==> config.mk <==
export PLATFORM = sky130hd
export DESIGN_NAME = channel_varint_frame_encoder
export DESIGN_NICKNAME = d
export VERILOG_FILES = /design/src/design/cvfe_pkg.sv /design/src/design/cvfe_front.sv /design/src/design/cvfe_queue.sv /design/src/design/cvfe_back.sv /design/src/design/channel_varint_frame_encoder.sv
export SDC_FILE = /design/constraint.sdc
export NUM_CORES = 1
export LEC_CHECK = 0
export BUFFER_PORTS_ARGS = -buffer_cell sky130_fd_sc_hd__buf_4
export CORE_ASPECT_RATIO = 2
export CORE_MARGIN = 4
export CORE_UTILIZATION = 26
export CTS_CLUSTER_DIAMETER = 50
export DETAILED_ROUTE_END_ITERATION = 6
export PLACE_DENSITY = 0.49
export RECOVER_POWER = 25
export SKIP_CTS_REPAIR_TIMING = 1
export SYNTH_ARGS = -nofsm -noshare
export SYNTH_HDL_FRONTEND = slang
export SYNTH_SLANG_ARGS = --single-unit
==> constraint.sdc <==
create_clock -name clk -period 5 [get_ports clk]
set_clock_uncertainty 0.05 [all_clocks]
set_input_delay 1 -clock clk [delete_from_list [all_inputs] [get_ports clk]]
set_output_delay 1 -clock clk [all_outputs]
set_load 0.02 [all_outputs]
==> src/design/cvfe_pkg.sv <==
// ----------------------------------------------------------------------------
// cvfe_pkg: shared constants for the channel varint frame encoder
// widths of the request fields, byte layout and queue sizing
// ----------------------------------------------------------------------------
package cvfe_pkg;

    localparam int CHAN_W         = 4;
    localparam int VALUE_W        = 49;
    localparam int BYTE_W         = 8;
    localparam int GROUP_BITS     = 7;
    localparam int COUNT_W        = 3;
    localparam int MAX_GROUPS_DEF = 7;

    // input tdata: channel then value, padded to whole bytes
    localparam int IN_FIELDS_W = CHAN_W + VALUE_W;
    localparam int IN_TDATA_W  = ((IN_FIELDS_W + 7) / 8) * 8;

    // marker byte layout
    localparam logic MARK_BIT = 1'b1;
    localparam logic DATA_BIT = 1'b0;

    // descriptor queue between front and back
    localparam int QUEUE_DEPTH = 2;
    localparam int QPTR_W      = 1;
    localparam int QCNT_W      = 2;

endpackage

==> src/design/cvfe_front.sv <==
// ----------------------------------------------------------------------------
// cvfe_front: request classifier
// counts the 7-bit groups of the value and builds the marker byte
// ----------------------------------------------------------------------------
module cvfe_front #(
    parameter int MAX_GROUPS = cvfe_pkg::MAX_GROUPS_DEF,
    parameter int GROUPS_W   = MAX_GROUPS * cvfe_pkg::GROUP_BITS
) (
    input  logic [cvfe_pkg::CHAN_W-1:0]  channel,
    input  logic [cvfe_pkg::VALUE_W-1:0] value,
    output logic [cvfe_pkg::BYTE_W-1:0]  marker,
    output logic [GROUPS_W-1:0]          groups
);

    logic [cvfe_pkg::COUNT_W-1:0] count;

    // one flag per group slot: any bit at or above the slot is set
    always_comb
    begin
        count = '0;
        for (int g = 0; g < MAX_GROUPS; g++)
        begin
            if (|(value >> (g * cvfe_pkg::GROUP_BITS)))
            begin
                count = count + cvfe_pkg::COUNT_W'(1);
            end
        end
    end

    assign marker = {cvfe_pkg::MARK_BIT, channel, count};
    // groups beyond the saturated count are dropped
    assign groups = value[GROUPS_W-1:0];

endmodule

==> src/design/cvfe_queue.sv <==
// ----------------------------------------------------------------------------
// cvfe_queue: short descriptor queue
// decouples request intake from byte emission
// ----------------------------------------------------------------------------
module cvfe_queue #(
    parameter int DATA_W = 8
) (
    input  logic              clk,
    input  logic              rst_n,
    input  logic              in_valid,
    output logic              in_ready,
    input  logic [DATA_W-1:0] in_data,
    output logic              out_valid,
    input  logic              out_ready,
    output logic [DATA_W-1:0] out_data
);

    logic [DATA_W-1:0]           entry_reg [cvfe_pkg::QUEUE_DEPTH];
    logic [cvfe_pkg::QPTR_W-1:0] wr_ptr_reg;
    logic [cvfe_pkg::QPTR_W-1:0] wr_ptr_next;
    logic [cvfe_pkg::QPTR_W-1:0] rd_ptr_reg;
    logic [cvfe_pkg::QPTR_W-1:0] rd_ptr_next;
    logic [cvfe_pkg::QCNT_W-1:0] cnt_reg;
    logic [cvfe_pkg::QCNT_W-1:0] cnt_next;
    logic                        push;
    logic                        pop;

    assign in_ready  = (cnt_reg != cvfe_pkg::QCNT_W'(cvfe_pkg::QUEUE_DEPTH));
    assign out_valid = (cnt_reg != '0);
    assign out_data  = entry_reg[rd_ptr_reg];
    assign push      = in_valid && in_ready;
    assign pop       = out_valid && out_ready;

    always_comb
    begin
        wr_ptr_next = wr_ptr_reg;
        rd_ptr_next = rd_ptr_reg;
        cnt_next    = cnt_reg;
        if (push)
        begin
            wr_ptr_next = wr_ptr_reg + cvfe_pkg::QPTR_W'(1);
        end
        if (pop)
        begin
            rd_ptr_next = rd_ptr_reg + cvfe_pkg::QPTR_W'(1);
        end
        if (push && !pop)
        begin
            cnt_next = cnt_reg + cvfe_pkg::QCNT_W'(1);
        end
        else if (pop && !push)
        begin
            cnt_next = cnt_reg - cvfe_pkg::QCNT_W'(1);
        end
    end

    always_ff @(posedge clk or negedge rst_n)
    begin
        if (!rst_n)
        begin
            wr_ptr_reg <= '0;
            rd_ptr_reg <= '0;
            cnt_reg    <= '0;
        end
        else
        begin
            wr_ptr_reg <= wr_ptr_next;
            rd_ptr_reg <= rd_ptr_next;
            cnt_reg    <= cnt_next;
        end
    end

    always_ff @(posedge clk)
    begin
        if (push)
        begin
            entry_reg[wr_ptr_reg] <= in_data;
        end
    end

`ifndef SYNTHESIS
    a_cnt_range: assert property (@(posedge clk) disable iff (!rst_n)
        cnt_reg <= cvfe_pkg::QCNT_W'(cvfe_pkg::QUEUE_DEPTH))
        else $error("queue count out of range");

    a_empty_ptrs: assert property (@(posedge clk) disable iff (!rst_n)
        (cnt_reg == '0) |-> (wr_ptr_reg == rd_ptr_reg))
        else $error("empty queue with pointers apart");

    a_cnt_track: assert property (@(posedge clk) disable iff (!rst_n)
        (push && !pop) |=> (cnt_reg == $past(cnt_reg) + cvfe_pkg::QCNT_W'(1)))
        else $error("queue count missed a push");
`endif

endmodule

==> src/design/cvfe_back.sv <==
// ----------------------------------------------------------------------------
// cvfe_back: byte sequencer
// emits the marker and then the groups, most significant first
// ----------------------------------------------------------------------------
module cvfe_back #(
    parameter int MAX_GROUPS = cvfe_pkg::MAX_GROUPS_DEF,
    parameter int GROUPS_W   = MAX_GROUPS * cvfe_pkg::GROUP_BITS
) (
    input  logic                        clk,
    input  logic                        rst_n,
    input  logic                        q_valid,
    output logic                        q_ready,
    input  logic [cvfe_pkg::BYTE_W-1:0] q_marker,
    input  logic [GROUPS_W-1:0]         q_groups,
    output logic                        out_valid,
    input  logic                        out_ready,
    output logic [cvfe_pkg::BYTE_W-1:0] out_byte,
    output logic                        out_marker,
    output logic                        out_last
);

    localparam int GB = cvfe_pkg::GROUP_BITS;

    logic [cvfe_pkg::COUNT_W-1:0] rem_reg;
    logic [cvfe_pkg::COUNT_W-1:0] rem_next;
    logic [cvfe_pkg::COUNT_W-1:0] idx;
    logic [GROUPS_W-1:0]          groups_reg;
    logic [GROUPS_W-1:0]          groups_next;
    logic                         valid_reg;
    logic                         valid_next;
    logic [cvfe_pkg::BYTE_W-1:0]  byte_reg;
    logic [cvfe_pkg::BYTE_W-1:0]  byte_next;
    logic                         marker_reg;
    logic                         marker_next;
    logic                         last_reg;
    logic                         last_next;
    logic [GB-1:0]                sel;
    logic                         load;

    assign load    = !valid_reg || out_ready;
    assign q_ready = load && (rem_reg == '0);
    assign idx     = rem_reg - cvfe_pkg::COUNT_W'(1);

    // group at slot rem-1
    always_comb
    begin
        sel = '0;
        for (int g = 0; g < MAX_GROUPS; g++)
        begin
            if (cvfe_pkg::COUNT_W'(g) == idx)
            begin
                sel = groups_reg[g*GB +: GB];
            end
        end
    end

    always_comb
    begin
        rem_next    = rem_reg;
        groups_next = groups_reg;
        valid_next  = valid_reg;
        byte_next   = byte_reg;
        marker_next = marker_reg;
        last_next   = last_reg;
        if (load)
        begin
            if (rem_reg != '0)
            begin
                valid_next  = 1'b1;
                byte_next   = {cvfe_pkg::DATA_BIT, sel};
                marker_next = 1'b0;
                last_next   = (rem_reg == cvfe_pkg::COUNT_W'(1));
                rem_next    = idx;
            end
            else if (q_valid)
            begin
                valid_next  = 1'b1;
                byte_next   = q_marker;
                marker_next = 1'b1;
                last_next   = (q_marker[cvfe_pkg::COUNT_W-1:0] == '0);
                rem_next    = q_marker[cvfe_pkg::COUNT_W-1:0];
                groups_next = q_groups;
            end
            else
            begin
                valid_next = 1'b0;
            end
        end
    end

    always_ff @(posedge clk or negedge rst_n)
    begin
        if (!rst_n)
        begin
            valid_reg <= 1'b0;
            rem_reg   <= '0;
        end
        else
        begin
            valid_reg <= valid_next;
            rem_reg   <= rem_next;
        end
    end

    always_ff @(posedge clk)
    begin
        groups_reg <= groups_next;
        byte_reg   <= byte_next;
        marker_reg <= marker_next;
        last_reg   <= last_next;
    end

    assign out_valid  = valid_reg;
    assign out_byte   = byte_reg;
    assign out_marker = marker_reg;
    assign out_last   = last_reg;

`ifndef SYNTHESIS
    a_rem_range: assert property (@(posedge clk) disable iff (!rst_n)
        rem_reg <= cvfe_pkg::COUNT_W'(MAX_GROUPS))
        else $error("group counter beyond maximum");

    a_marker_last: assert property (@(posedge clk) disable iff (!rst_n)
        (valid_reg && marker_reg) |->
            (byte_reg[cvfe_pkg::BYTE_W-1] && (last_reg == (byte_reg[2:0] == 3'b000))))
        else $error("marker byte and last flag disagree");

    a_group_last: assert property (@(posedge clk) disable iff (!rst_n)
        (valid_reg && !marker_reg) |->
            (!byte_reg[cvfe_pkg::BYTE_W-1] && (last_reg == (rem_reg == '0))))
        else $error("data byte flagged wrongly");
`endif

endmodule

==> src/design/channel_varint_frame_encoder.sv <==
// ----------------------------------------------------------------------------
// channel_varint_frame_encoder: channel tagged varint frame encoder
// turns a channel and value request into a marker byte and 7-bit groups
// ----------------------------------------------------------------------------
//  channel  dir  tdata                          tuser      tlast
//  s_axis   in   [3:0] channel, [52:4] value    -          -
//  m_axis   out  [7:0] out_byte                 is_marker  last
//
// a request of n groups leaves as n+1 bytes, 1 to MAX_GROUPS+1, from the byte
// sequencer that emits one byte per cycle while m_axis is not stalled
// requests are taken every cycle while the two-entry descriptor queue has room
// the output register takes the next byte in the cycle its byte is taken
// rst_n clears the queue, the sequencer and the output valid at once
// a stall on m_axis fills the queue, then drops s_axis_tready
// ----------------------------------------------------------------------------
module channel_varint_frame_encoder #(
    parameter int MAX_GROUPS = cvfe_pkg::MAX_GROUPS_DEF
) (
    input  logic                            clk,
    input  logic                            rst_n,
    // request in
    input  logic                            s_axis_tvalid,
    output logic                            s_axis_tready,
    input  logic [cvfe_pkg::IN_TDATA_W-1:0] s_axis_tdata,  // channel[3:0], value[52:4], pad
    // bytes out
    output logic                            m_axis_tvalid,
    input  logic                            m_axis_tready,
    output logic [cvfe_pkg::BYTE_W-1:0]     m_axis_tdata,  // out_byte[7:0]
    output logic                            m_axis_tuser,  // is_marker[0]
    output logic                            m_axis_tlast
);

    localparam int GROUPS_W = MAX_GROUPS * cvfe_pkg::GROUP_BITS;
    localparam int DESC_W   = cvfe_pkg::BYTE_W + GROUPS_W;

    logic [cvfe_pkg::CHAN_W-1:0]  req_channel;
    logic [cvfe_pkg::VALUE_W-1:0] req_value;
    logic [cvfe_pkg::BYTE_W-1:0]  fr_marker;
    logic [GROUPS_W-1:0]          fr_groups;
    logic [DESC_W-1:0]            q_out;
    logic                         q_valid;
    logic                         q_ready;

    // unpack the request fields, padding bits are ignored
    assign req_channel = s_axis_tdata[cvfe_pkg::CHAN_W-1:0];
    assign req_value   = s_axis_tdata[cvfe_pkg::IN_FIELDS_W-1:cvfe_pkg::CHAN_W];

    // front: group count and marker, combinational off the request
    cvfe_front #(
        .MAX_GROUPS (MAX_GROUPS),
        .GROUPS_W   (GROUPS_W)
    ) u_front (
        .channel (req_channel),
        .value   (req_value),
        .marker  (fr_marker),
        .groups  (fr_groups)
    );

    // descriptor queue: marker in the low byte, groups above
    cvfe_queue #(
        .DATA_W (DESC_W)
    ) u_queue (
        .clk       (clk),
        .rst_n     (rst_n),
        .in_valid  (s_axis_tvalid),
        .in_ready  (s_axis_tready),
        .in_data   ({fr_groups, fr_marker}),
        .out_valid (q_valid),
        .out_ready (q_ready),
        .out_data  (q_out)
    );

    // back: one byte per cycle into the output register while m_axis is not stalled
    cvfe_back #(
        .MAX_GROUPS (MAX_GROUPS),
        .GROUPS_W   (GROUPS_W)
    ) u_back (
        .clk        (clk),
        .rst_n      (rst_n),
        .q_valid    (q_valid),
        .q_ready    (q_ready),
        .q_marker   (q_out[cvfe_pkg::BYTE_W-1:0]),
        .q_groups   (q_out[DESC_W-1:cvfe_pkg::BYTE_W]),
        .out_valid  (m_axis_tvalid),
        .out_ready  (m_axis_tready),
        .out_byte   (m_axis_tdata),
        .out_marker (m_axis_tuser),
        .out_last   (m_axis_tlast)
    );

endmodule

---- Word level (Yosys, flattened, before mapping) ----
Memory sizes are Yosys's and may differ from the RTL's.
Cells that the tools add are included.
word-level totals
  flip-flop bits (word level) ............. 67
  bits in writable memories ............... 112
  bits of input ports ..................... 60
  output and inout bits ................... 12
  logic and storage cells ................. 83
  memories kept ........................... 1
operators by class
  add/subtract/negate cells ............... 11
  eq/ne operators ......................... 8
  multiplexer cells ....................... 27
  bitwise operators ....................... 1
  reduce and logical (&&, ||, !) cells .... 25
memory list
  name               depth  bits a word  read ports  clocked after Yosys merged registers in  wr ports  line              source
  u_queue.entry_reg  2      56           1           0                                        1         cvfe_queue.sv:18  logic [DATA_W-1:0] entry_reg [cvfe_pkg::QUEUE_DEPTH];
operators by type and width
  kind                                                                   number
  7-bit two-way mux                                                      8
  49-bit OR reduction                                                    1
  42-bit OR reduction                                                    1
  35-bit OR reduction                                                    1
  28-bit OR reduction                                                    1
  3-bit two-way mux                                                      8
  21-bit OR reduction                                                    1
  3-bit by 1-bit adder with 3-bit output, second input constant          6
  14-bit OR reduction                                                    1
  3-bit equality test, first input constant                              3
  3-bit zero test                                                        3
  1-bit two-way mux                                                      8
  8-bit two-way mux                                                      1
  7-bit OR reduction                                                     1
  2-bit by 3-bit equality test with 1-bit output, first input constant   2
  2-bit nonzero test                                                     3
  1-bit logical AND                                                      5
  2-bit two-way mux                                                      2
  1-bit by 3-bit equality test with 1-bit output, first input constant   1
  3-bit by 1-bit equality test with 1-bit output, second input constant  1
  1-bit zero test                                                        3
  3-bit AND reduction                                                    1
  3-bit nonzero test                                                     1
  3-bit by 1-bit subtractor with 3-bit output, second input constant     1
  7 further kinds                                                        8

---- Longest topological paths before layout ----
Gate-level depths: netlist of the first run.
  word-level depth ........................ 14
  gate-level depth with buffers ........... 17
  depth with buffers taken out ............ 17

---- Hierarchy ----
A second synthesis of the first run with hierarchy kept.
unflattened totals
  cells, all modules ...................... 514
  area total of the unflattened synthesis .. 8102.8 um^2
modules (own cells, without submodules)
  module      times used  cells each  area an instance (um^2)  sequential area each (um^2)
  cvfe_queue  1           195         4383.0                   3523.4
  cvfe_back   1           197         2812.7                   1871.8
  cvfe_front  1           122         907.1                    0.0

---- Worst setup path after synthesis of the first run ----
Ideal clock, no wire load.
  path type ............................... input -> register
  from .................................... in s_axis_tdata[34] in the netlist's numbering
  to ...................................... mem u_queue.entry_reg[0][2] in the netlist's numbering, data pin
  library setup time ...................... 0.271 ns
  arrival ................................. 4.624 ns
  required time ........................... 4.679 ns
  slack ................................... 0.055 ns
  stages .................................. 17
  path buffers ............................ 1
  cells stage by stage .................... or4_4 > nand2b_4 > nor3_2 > and3_2 > and3_1 > ha_1 > clkbuf_1 > xnor2_1 > ha_1 > nand2_1 > o221a_1 > ha_1 > nand2_1 > nand2_1 > ha_1 > and2b_2 > xnor3_1
on the way
  cells in the longest elaborated chain, start to end .. 14
  elaborated cells between the ends (all ways) .. 18
  those cells by class .................... add/sub: 6; mux: 7; reduce/logical: 5
ends and longest elaborated chain
  item                                    line                                source
  from (decl)                             channel_varint_frame_encoder.sv:24  input logic [cvfe_pkg::IN_TDATA_W-1:0] s_axis_tdata,
  49-bit OR reduction                     cvfe_front.sv:23                    if (|(value >> (g * cvfe_pkg::GROUP_BITS)))
  1-bit two-way mux                       cvfe_front.sv:23
  3-bit by 1-bit adder with 3-bit output  cvfe_front.sv:25                    count = count + cvfe_pkg::COUNT_W'(1);
  3-bit two-way mux                       cvfe_front.sv:23
  3-bit by 1-bit adder with 3-bit output  cvfe_front.sv:25
  3-bit two-way mux                       cvfe_front.sv:23
  3-bit by 1-bit adder with 3-bit output  cvfe_front.sv:25
  3-bit two-way mux                       cvfe_front.sv:23
  3-bit by 1-bit adder with 3-bit output  cvfe_front.sv:25
  3-bit two-way mux *                     cvfe_front.sv:23
  3-bit by 1-bit adder with 3-bit output  cvfe_front.sv:25
  3-bit two-way mux *                     cvfe_front.sv:23
  3-bit by 1-bit adder with 3-bit output  cvfe_front.sv:25
  3-bit two-way mux *                     cvfe_front.sv:23
  named net fr_marker, one bit            channel_varint_frame_encoder.sv:38  logic [cvfe_pkg::BYTE_W-1:0] fr_marker;
  to (decl)                               cvfe_queue.sv:18
The timed path passes the listed nets; every way through them passes the cells marked *.

---- Worst setup path in the final report of the first run ----
  from .................................... in s_axis_tdata[43] in the netlist's numbering
  to ...................................... mem u_queue.entry_reg[1][2] in the netlist's numbering, data pin
on the way
  cells in the longest elaborated chain, start to end .. 14
  elaborated cells between the ends (all ways) .. 19
  those cells by class .................... add/sub: 6; mux: 7; reduce/logical: 6
ends and longest elaborated chain
  item                                    line
  49-bit OR reduction                     cvfe_front.sv:23
  1-bit two-way mux                       cvfe_front.sv:23
  3-bit by 1-bit adder with 3-bit output  cvfe_front.sv:25
  3-bit two-way mux                       cvfe_front.sv:23
  3-bit by 1-bit adder with 3-bit output  cvfe_front.sv:25
  3-bit two-way mux                       cvfe_front.sv:23
  3-bit by 1-bit adder with 3-bit output  cvfe_front.sv:25
  3-bit two-way mux                       cvfe_front.sv:23
  3-bit by 1-bit adder with 3-bit output  cvfe_front.sv:25
  3-bit two-way mux                       cvfe_front.sv:23
  3-bit by 1-bit adder with 3-bit output  cvfe_front.sv:25
  3-bit two-way mux *                     cvfe_front.sv:23
  3-bit by 1-bit adder with 3-bit output  cvfe_front.sv:25
  3-bit two-way mux *                     cvfe_front.sv:23
  named net fr_marker, one bit            channel_varint_frame_encoder.sv:38
Marked as above.

==> flow_metrics.env, run 1 <==
export IMPL_hold_viol=0
export IMPL_synth_edf_count=170
export IMPL_wl_um=16500
export IMPL_antenna_left=0
export IMPL_grt_max_degree=51
export IMPL_max_freq_ghz=0.221
export IMPL_seqCellArea_mm2=0.00531
export IMPL_grt_pass1_wl_um=25000
export IMPL_multiInputGateArea_mm2=0.00194
export IMPL_initial_core_util=0.265
export IMPL_rsz0062_at_grt="no"
export IMPL_slew_violations=0
export IMPL_p_clk_frac=0.250
export IMPL_pwr_share_seq=0.474
export IMPL_rows=86
export IMPL_worstPathArrival_ns=4.64
export IMPL_io_pins=72
export IMPL_dp_hpwl_um=12100
export IMPL_cp_end_kind="register"
export IMPL_antenna_cells=0
export IMPL_synth_top_flop_cell="edfxtp_1"
export IMPL_combPwrFrac=0.276
export IMPL_min_path_type="in -> async"
export IMPL_overflow=0
export IMPL_ys_seq_area_frac=0.721
export IMPL_routed_via_density=4.45
export IMPL_reg2reg_from="u_back.rem_reg[0]"
export IMPL_synthesis_area_mm2=0.00736
export IMPL_clkSinkCount=178
export IMPL_crit_start="s_axis_tdata[43]"
export IMPL_area_growth_pct=19.1
export IMPL_netSwitchingFraction=0.314
export IMPL_vdd_drop_max_uv=213
export IMPL_drcViolationCount=0
export IMPL_slew_headroom=0.215
export IMPL_grt_pass1_vias=4302
export IMPL_cts_root_buf="clkbuf_16"
export IMPL_nets=621
export IMPL_critPathKind="in -> reg"
export IMPL_start_kind="input pin"
export IMPL_largest_reg_flops=112
export IMPL_htreeDepth=4
export IMPL_io_buffers=68
export IMPL_drive_gt1_frac=0.263
export IMPL_status="completed"
export IMPL_drt_iter0_markers=181
export IMPL_cts_tree="yes"
export IMPL_yosysWarnings=0
export IMPL_cp_data_required_time_ns=5.12
export IMPL_yosysUniqueCellTypes=60
export IMPL_place_gp_congestion=0.799
export IMPL_dr_pass1_iters=4
export IMPL_die_area_mm2=0.0312
export IMPL_leakagePower_uw=0.00293
export IMPL_detail_route_wl_per_cell_um=18.1
export IMPL_synth_net_count=533
export IMPL_fin_crit_ns=4.52
export IMPL_max_slew_worst_pin_slew_ns=1.18
export IMPL_internal_power_uw=3220
export IMPL_clk_path_buf_depth=2
export IMPL_clk_pin_slew_ns=0.06
export IMPL_clk_latency_ns=0.43
export IMPL_antenna_found_initial=0
export IMPL_cts_buffers=17
export IMPL_fill_cells=2817
export IMPL_core_area_mm2=0.0278
export IMPL_fin_crit_sh=0.903
export IMPL_die_h_um=246
export IMPL_path_max_fanout=4
export IMPL_pre_cts_slack_ns=0.0344
export IMPL_die_x_um=127
export IMPL_max_cap_violations=0
export IMPL_via_count=4067
export IMPL_p_switching_uw=1470
export IMPL_layout_setup_ws_ns=0.485
export IMPL_setup_viol=0
export IMPL_p_per_area_mw_per_mm2=535
export IMPL_syn_area_per_cell_um2=16.0
export IMPL_fin_tns_setup_ns=0
export IMPL_synthArstFlopShare=0.0449
export IMPL_synth_ff_latch_count=178
export IMPL_grt_total_usage=0.109
export IMPL_syn_inst=461
-- power groups by stage --
stage	Sequential [µW]	Combinational (µW)	Clock (µW)
after floorplan	2220	888	0
after global placement	2250	1310	0
after detailed placement	2260	1340	0
after CTS	2230	1340	1210
after global routing	2260	1430	1270
final	2220	1290	1170
-- placed cells by master, fill, tap and decap left out, types with 3 or more instances in the layout --
cell / n
clkinv_1: 5
mux2i_1: 10
nand2_1: 27
xnor2_1: 6
xor2_1: 5
a31oi_1: 3
clkinv_2: 3
a21oi_1: 31
nor2b_1: 3
mux2_2: 50
buf_4: 46
inv_1: 7
clkbuf_1: 42
o21ai_0: 8
clkbuf_4: 3
edfxtp_1: 170
clkbuf_16: 17
nand2b_1: 3
nor4_1: 4
clkinvlp_4: 4
dfrtp_1: 7
nor2_1: 16
and3_1: 4
a31o_2: 3
nand3_1: 4
ha_1: 12
nor3_1: 8
a221oi_1: 3
nand3b_1: 8
clkinv_4: 3
-- final timing paths --
kind	to	slack (ns)	cells past startpoint
worst max-delay path	u_queue.entry_reg[1][2]	0.48	18
worst min-delay path	u_queue.wr_ptr_reg	0.45	1
worst max register to register	u_back.rem_reg[1]	1.77	6
worst min register to register	u_back.groups_reg[17]	0.50	1
max in group asynchronous	u_queue.rd_ptr_reg	4.10	1
min in group clk	u_back.groups_reg[17]	0.50	1
-- area by class of cell --
| cell class | instances | area share |
|---|---|---|
| clock inverter | 14 | 0.0104 |
| tap | 352 | 0.0502 |
| clock buffer | 18 | 0.0490 |
| sequential | 178 | 0.605 |
| timing repair buffer | 90 | 0.0595 |
| multi-input combinational | 252 | 0.221 |
| inverter | 10 | 0.00428 |
-- synthesized netlist by cell type, types with 3 or more instances --
| master | count | area share |
|---|---|---|
| nand2b_1 | 3 | 0.0026 |
| nand3_1 | 4 | 0.0027 |
| inv_1 | 8 | 0.0041 |
| nand2_1 | 27 | 0.014 |
| mux2i_1 | 10 | 0.014 |
| ha_1 | 12 | 0.020 |
| a221oi_1 | 3 | 0.0036 |
| o21ai_0 | 8 | 0.0054 |
| nor4_1 | 4 | 0.0034 |
| and3_1 | 5 | 0.0043 |
| xor2_1 | 5 | 0.0060 |
| mux2_2 | 50 | 0.077 |
| buf_1 | 7 | 0.0036 |
| a21oi_1 | 31 | 0.021 |
| nor2_1 | 17 | 0.0087 |
| edfxtp_1 | 170 | 0.69 |
| nand3b_1 | 8 | 0.0082 |
| a31oi_1 | 3 | 0.0026 |
| clkbuf_1 | 12 | 0.0061 |
| xnor2_1 | 6 | 0.0071 |
| a31o_2 | 3 | 0.0036 |
| nor3_1 | 8 | 0.0054 |
| nor2b_1 | 3 | 0.0026 |
| dfrtp_1 | 8 | 0.027 |
-- logic make-up (layout without fill, tap and decap cells) --
| logic type | count (synthesis) | count (layout) | share of synthesized area |
|---|---|---|---|
| xor+xnor | 12 | 12 | 0.0162 |
| buf+inv | 31 | 132 | 0.0165 |
| flops | 178 | 178 | 0.721 |
| compound gates | 65 | 65 | 0.0549 |
| fa+ha+maj | 12 | 12 | 0.0204 |
| simple gates | 103 | 103 | 0.0809 |
| mux | 60 | 60 | 0.0901 |
-- critical path, cell delays in order --
cell	delay, ns
clkbuf_4	0.12
nor4_1	0.30
buf_4	0.17
nand4_2	0.18
nor3_2	0.27
and3_2	0.22
and3_1	0.15
ha_1	0.25
xnor2_1	0.14
ha_1	0.34
nand2_1	0.07
o221a_1	0.23
ha_1	0.29
nand2_1	0.08
nand2_1	0.07
ha_1	0.21
and2b_2	0.18
xnor3_1	0.36
-- metal layers --
metal	global-route usage	share of wire	vias up
li1	-	-	1947
met1	0.0954	0.33	2026
met2	0.220	0.61	69
met3	0.0243	0.024	25
met4	0.0603	0.039	0
met5	0	0	-
-- metrics by stage --
step	cells	total power (µW)	utilization	hold slack [ns]	area [µm²]
after floorplan	461	3100	-	0.410	7360
after global placement	882	3560	0.303	0.460	8400
after detailed placement	882	3600	0.303	0.482	8400
after CTS	914	4780	0.321	0.307	8920
after global routing	914	4960	0.316	0.470	8770
final	914	4690	0.316	0.450	8770
No activity file was read; power rests on OpenSTA's default activity.
==> run 2, diff against run 1 <==
--- a/config.mk
+++ b/config.mk
@@ -5,6 +5,7 @@
 export SDC_FILE = /design/constraint.sdc
 export NUM_CORES = 1
 export LEC_CHECK = 0
+export ABC_AREA = 1
 export BUFFER_PORTS_ARGS = -buffer_cell sky130_fd_sc_hd__buf_4
 export CORE_ASPECT_RATIO = 2
 export CORE_MARGIN = 4
==> run 2 against run 1 <==
Register-to-register slack gained 0.41 ns. Final cell count grew 32%. Critical path depth grew 10. Setup slack lost 0.19 ns. Synthesized area grew 2.6%. Sequential share of layout area shrank 5.8 points. First-iteration DRC count grew 15%. Routed wire length grew 6.5%. Hold slack lost 0.0025 ns. Clock power grew 24%. Global-route usage grew 0.51 points. Largest power group unchanged. Highest routed layer unchanged.
==> flow_metrics.env, run 2 <==
export IMPL_slew_violations=0
export IMPL_netlist_top_cells_area="edfxtp_1 68%, nand2_1 13%, dfrtp_1 2.7%"
export IMPL_use_met3=0.0223
export IMPL_critPathKind="in -> reg"
export IMPL_yosysWarnings=0
export IMPL_vdd_drop_max_uv=211
export IMPL_detail_route_wl_per_cell_um=14.6
export IMPL_grt_pass1_wl_um=27000
export IMPL_cts_tree="yes"
export IMPL_layout_commonest_cell="nand2_1"
export IMPL_grt_total_usage=0.114
export IMPL_path_max_fanout=3
export IMPL_synth_edf_count=170
export IMPL_die_area_mm2=0.0320
export IMPL_synthTopCellsByCount="252 x nand2_1, 170 x edfxtp_1, 51 x nor2_1"
export IMPL_pwr_share_seq=0.433
export IMPL_cts_buffers=17
export IMPL_fill_cells=2831
export IMPL_max_slew_worst_pin_slew_ns=1.13
export IMPL_slowest_stage="ha_1"
export IMPL_rsz0062_at_grt="no"
export IMPL_final_cell_mix="249 x nand2_1, 170 x edfxtp_1, 82 x buf_4"
export IMPL_setup_viol=0
export IMPL_internal_power_uw=3490
export IMPL_synth_top_flop_cell="edfxtp_1"
export IMPL_dp_hpwl_um=12900
export IMPL_clkSinkCount=178
export IMPL_grtUsageMet1=0.107
export IMPL_core_area_mm2=0.0287
export IMPL_status="completed"
export IMPL_syn_inst=672
export IMPL_wl_um=17600
export IMPL_die_h_um=249
export IMPL_via_count=4988
export IMPL_drcViolationCount=0
export IMPL_initial_core_util=0.263
export IMPL_io_pins=72
export IMPL_synth_largest_area_cell="edfxtp_1"
export IMPL_post_dp_cell_area_mm2=0.00913
export IMPL_p_switching_uw=1730
export IMPL_grt_pass1_vias=5022
export IMPL_hold_ws_ns=0.447
export IMPL_routed_via_density=4.15
export IMPL_max_freq_ghz=0.213
export IMPL_io_buffers=68
export IMPL_clk_latency_ns=0.43
export IMPL_post_synth_top_count_cell="nand2_1"
export IMPL_cp_end_kind="register"
export IMPL_fin_crit_ns=4.70
export IMPL_ys_seq_area_frac=0.703
export IMPL_antenna_found_initial=0
export IMPL_die_x_um=128
export IMPL_synth_net_count=745
export IMPL_worstPathArrival_ns=4.84
export IMPL_min_path_type="in -> async"
export IMPL_synthArstFlopShare=0.0449
export IMPL_synth_top_area_frac=0.677
export IMPL_synthesis_area_mm2=0.00755
export IMPL_netSwitchingFraction=0.331
export IMPL_clk_pin_slew_ns=0.07
export IMPL_overflow=0
export IMPL_max_cap_violations=0
export IMPL_antenna_cells=0
export IMPL_start_kind="input pin"
export IMPL_drt_iter0_markers=209
export IMPL_max_stage_delay_ns=0.30
export IMPL_cp_common_cell="nand2_1"
export IMPL_dr_pass1_iters=4
export IMPL_drive_gt1_frac=0.230
export IMPL_combPwrFrac=0.289
export IMPL_p_per_area_mw_per_mm2=538
export IMPL_p_clk_frac=0.279
export IMPL_leakagePower_uw=0.00385
export IMPL_hold_viol=0
export IMPL_htreeDepth=4
export IMPL_place_gp_congestion=0.777
export IMPL_fin_area_mm2=0.00969
export IMPL_grt_max_degree=58
export IMPL_crit_family="simple AND/OR/NAND/NOR gates"
export IMPL_synth_ff_latch_count=178
export IMPL_fin_crit_sh=0.941
export IMPL_largest_reg_flops=112
export IMPL_cp_data_required_time_ns=5.13
export IMPL_slew_headroom=0.245
export IMPL_syn_area_per_cell_um2=11.2
export IMPL_yosysUniqueCellTypes=35
export IMPL_cts_root_buf="clkbuf_16"
export IMPL_met2_usage=0.227
export IMPL_busiest_layer="met2"
export IMPL_cp_num_buf_inv=5
export IMPL_antenna_left=0
export IMPL_rows=88
export IMPL_area_growth_pct=28.4
export IMPL_clk_path_buf_depth=2
export IMPL_nets=902
run 2: area by class of cell:
type	count	area, µm²	area share
repair buffers	156	1020	0.106
multi-input cells	435	2100	0.217
well taps	360	450	0.0465
inverters	41	154	0.0159
clock inverters	15	225	0.0232
flip-flops and latches	178	5310	0.548
clock buffers	17	425	0.0439
run 2: power by group through the flow:
stage	Sequential (µW)	Combinational, µW	Clock (µW)
after floorplan	2340	894	0
after global placement	2290	1560	0
after detailed placement	2290	1570	0
after CTS	2260	1570	1480
after global routing	2290	1710	1540
final	2250	1510	1450
run 2: final timing paths:
| check | slack [ns] | depth (start not counted) | end | start |
|---|---|---|---|---|
| max in group asynchronous | 4.09 | 1 | u_queue.rd_ptr_reg | rst_n |
| max reg2reg | 2.18 | 13 | u_queue.cnt_reg[1] | u_back.rem_reg[0] |
| min in group clk | 0.45 | 1 | u_queue.cnt_reg[0] | u_queue.cnt_reg[0] |
| min | 0.45 | 1 | u_back.rem_reg[2] | rst_n |
| max | 0.30 | 28 | u_queue.entry_reg[0][2] | s_axis_tdata[41] |
| min reg2reg | 0.45 | 1 | u_queue.cnt_reg[0] | u_queue.cnt_reg[0] |
run 2: routing by layer:
layer / part of all wire / wire length (µm) / vias up
met3: 0.026 / 451 / 15
met4: 0.020 / 348 / 0
li1: - / - / 2586
met5: 0 / 0 / -
met2: 0.61 / 10700 / 61
met1: 0.35 / 6110 / 2326
run 2: metrics by stage:
stage | std cells | util | setup TNS [ns] | power (µW) | setup slack (ns)
CTS | 1201 | 0.340 | 0 | 5310 | 0.0526
global route | 1202 | 0.337 | 0 | 5530 | 0.00709
detailed placement | 1169 | 0.318 | -0.793 | 3860 | -0.397
global placement | 1169 | 0.318 | -0.731 | 3850 | -0.365
finish | 1202 | 0.337 | 0 | 5210 | 0.296
floorplan | 672 | - | 0 | 3230 | 0.0657
run 2: logic make-up after synthesis:
kind of cell,Yosys count,share of synthesized area
xor gates and xnor gates,5,0.00862
and+or+nand+nor,378,0.208
AOI/OAI and AO/OA,39,0.0284
DFF,178,0.703
adders and majority gates,13,0.0216
buffers and inverters,59,0.0300
==> run 3, diff against run 2 <==
==> constraint.sdc (replaced) <==
create_clock -name clk -period 5 [get_ports clk]
set_clock_uncertainty 0.05 [all_clocks]
set_input_delay 0.5 -clock clk [delete_from_list [all_inputs] [get_ports clk]]
set_output_delay 0.5 -clock clk [all_outputs]
set_load 0.02 [all_outputs]
==> run 3 against run 2 <==
Critical path depth unchanged. Setup slack improved by 0.17 ns. Final cell count decreased by 5.0%. Maximum frequency increased by 3.7%. Final area decreased by 6.4%. Via count decreased by 3.9%. Hold slack got worse by 0.22 ns.
==> flow_metrics.env, run 3 (same netlist as run 2, synthesis figures left out) <==
export IMPL_crit_family="simple AND/OR/NAND/NOR gates"
export IMPL_slew_headroom=0.420
export IMPL_die_h_um=249
export IMPL_max_cap_violations=0
export IMPL_pre_cts_slack_ns=0.0351
export IMPL_fin_crit_ns=4.54
export IMPL_cp_data_required_time_ns=5.13
export IMPL_area_growth_pct=20.1
export IMPL_ff2ff_setup_slack_ns=2.21
export IMPL_place_gp_congestion=0.843
export IMPL_reg2reg_from="u_back.rem_reg[0]"
export IMPL_clk_latency_ns=0.43
export IMPL_internal_power_uw=3260
export IMPL_largest_reg_flops=112
export IMPL_antenna_cells=0
export IMPL_max_freq_ghz=0.220
export IMPL_die_area_mm2=0.0320
export IMPL_path_max_fanout=4
export IMPL_layout_commonest_cell="nand2_1"
export IMPL_max_slew_worst_pin_slew_ns=0.868
export IMPL_grt_max_degree=58
export IMPL_max_stage_delay_ns=0.39
export IMPL_rows=88
export IMPL_antenna_left=0
export IMPL_cts_buffers=17
export IMPL_nets=842
export IMPL_clk_path_buf_depth=2
export IMPL_die_x_um=128
export IMPL_leakagePower_uw=0.00348
export IMPL_core_area_mm2=0.0287
export IMPL_cp_num_buf_inv=5
export IMPL_cp_common_cell="nand2_1"
export IMPL_cts_root_buf="clkbuf_16"
export IMPL_drive_gt1_frac=0.146
export IMPL_p_per_area_mw_per_mm2=552
export IMPL_grt_pass1_vias=4856
export IMPL_hold_end="u_queue.entry_reg[0][3]"
export IMPL_rsz0062_at_grt="no"
export IMPL_dp_hpwl_um=13000
export IMPL_p_clk_frac=0.251
export IMPL_fin_tns_setup_ns=0
export IMPL_fin_crit_sh=0.907
export IMPL_via_count=4791
export IMPL_cp_end_kind="register"
export IMPL_fin_area_mm2=0.00906
export IMPL_initial_core_util=0.263
export IMPL_min_from="s_axis_tdata[0]"
export IMPL_hold_ws_ns=0.224
export IMPL_clk_pin_slew_ns=0.07
export IMPL_grt_pass1_wl_um=27100
export IMPL_p_switching_uw=1740
export IMPL_dr_pass1_iters=5
export IMPL_layout_setup_ws_ns=0.463
export IMPL_antenna_found_initial=0
export IMPL_netSwitchingFraction=0.348
export IMPL_drt_iter0_markers=237
export IMPL_min_path_type="in -> reg"
export IMPL_r2r_end="u_back.out_byte[6]"
export IMPL_reg2reg_depth=14
export IMPL_clkSinkCount=178
export IMPL_power_uw=5010
export IMPL_drcViolationCount=0
export IMPL_grt_total_usage=0.115
export IMPL_status="completed"
export IMPL_io_buffers=68
export IMPL_worstPathArrival_ns=4.67
export IMPL_final_cell_mix="252 x nand2_1, 170 x edfxtp_1, 49 x nor2_1"
export IMPL_critPathKind="in -> reg"
export IMPL_wl_um=17900
export IMPL_setup_viol=0
export IMPL_overflow=0
export IMPL_htreeDepth=4
export IMPL_detail_route_wl_per_cell_um=15.7
export IMPL_pwr_share_seq=0.450
export IMPL_start_kind="input pin"
export IMPL_io_pins=72
export IMPL_routed_via_density=4.20
export IMPL_combPwrFrac=0.299
export IMPL_min_path_cells=1
export IMPL_slew_violations=0
export IMPL_vdd_drop_max_uv=260
export IMPL_crit_start="s_axis_tdata[39]"
export IMPL_slowest_stage="xnor3_1"
export IMPL_fill_cells=2877
export IMPL_cts_tree="yes"
export IMPL_post_dp_cell_area_mm2=0.00866
export IMPL_hold_viol=0
==> run 3: cell count changes in the layout (fill, tap and decap cells not counted), moves of 3 or more <==
cell	delta
nand2_1	+3
clkbuf_4	-33
clkbuf_1	+6
nor4_1	+3
bufinv_16	-4
buf_4	-34
nand2_2	-3
nor2_1	+3
==> run 3: worst max-delay path by stage <==
stage,to,depth (start not counted)
CTS,u_queue.entry_reg[0][2],28
global route,u_queue.entry_reg[0][2],28
global placement,u_queue.entry_reg[0][2],28
floorplan,u_queue.entry_reg[0][2],26
detailed placement,u_queue.entry_reg[0][2],28
finish,u_queue.entry_reg[0][2],28
==> run 3: metal layers <==
layer	share of wire	track usage
met3	0.030	0.0227
met1	0.35	0.111
met4	0.048	0.0674
met5	0	0
met2	0.57	0.218
==> run 3: worst reg2reg max path: cells and delay by family (launching register included) <==
| kind | cells | cell delay, ns |
|---|---|---|
| and+or+nand+nor | 7 | 1.15 |
| buffers and inverters | 4 | 0.45 |
| DFF | 1 | 0.41 |
| AOI/OAI and AO/OA | 2 | 0.27 |
| adders and majority gates | 1 | 0.23 |
==> run 3: final cells by class <==
type / count / area, µm² / share of cell area
clock buffer: 17 / 425 / 0.0469
clock inverter: 15 / 134 / 0.0148
tap: 360 / 450 / 0.0497
timing repair buffer: 96 / 554 / 0.0611
sequential: 178 / 5310 / 0.585
inverter: 41 / 154 / 0.0170
multi-input combinational: 435 / 2040 / 0.225
==> run 3: per-stage QoR <==
stage          std cells  utilization
2_1_floorplan        672            -
3_3_place_gp        1109        0.302
3_5_place_dp        1109        0.302
4_1_cts             1141        0.321
5_1_grt             1142        0.315
6_report            1142        0.315
==> run 3: power groups by stage <==
stage                     clock network (µW)  logic [µW]  registers [µW]
after floorplan                            0         894            2340
after global placement                     0        1560            2290
after detailed placement                   0        1570            2290
after CTS                               1290        1570            2260
after global routing                    1350        1700            2280
final                                   1250        1500            2250
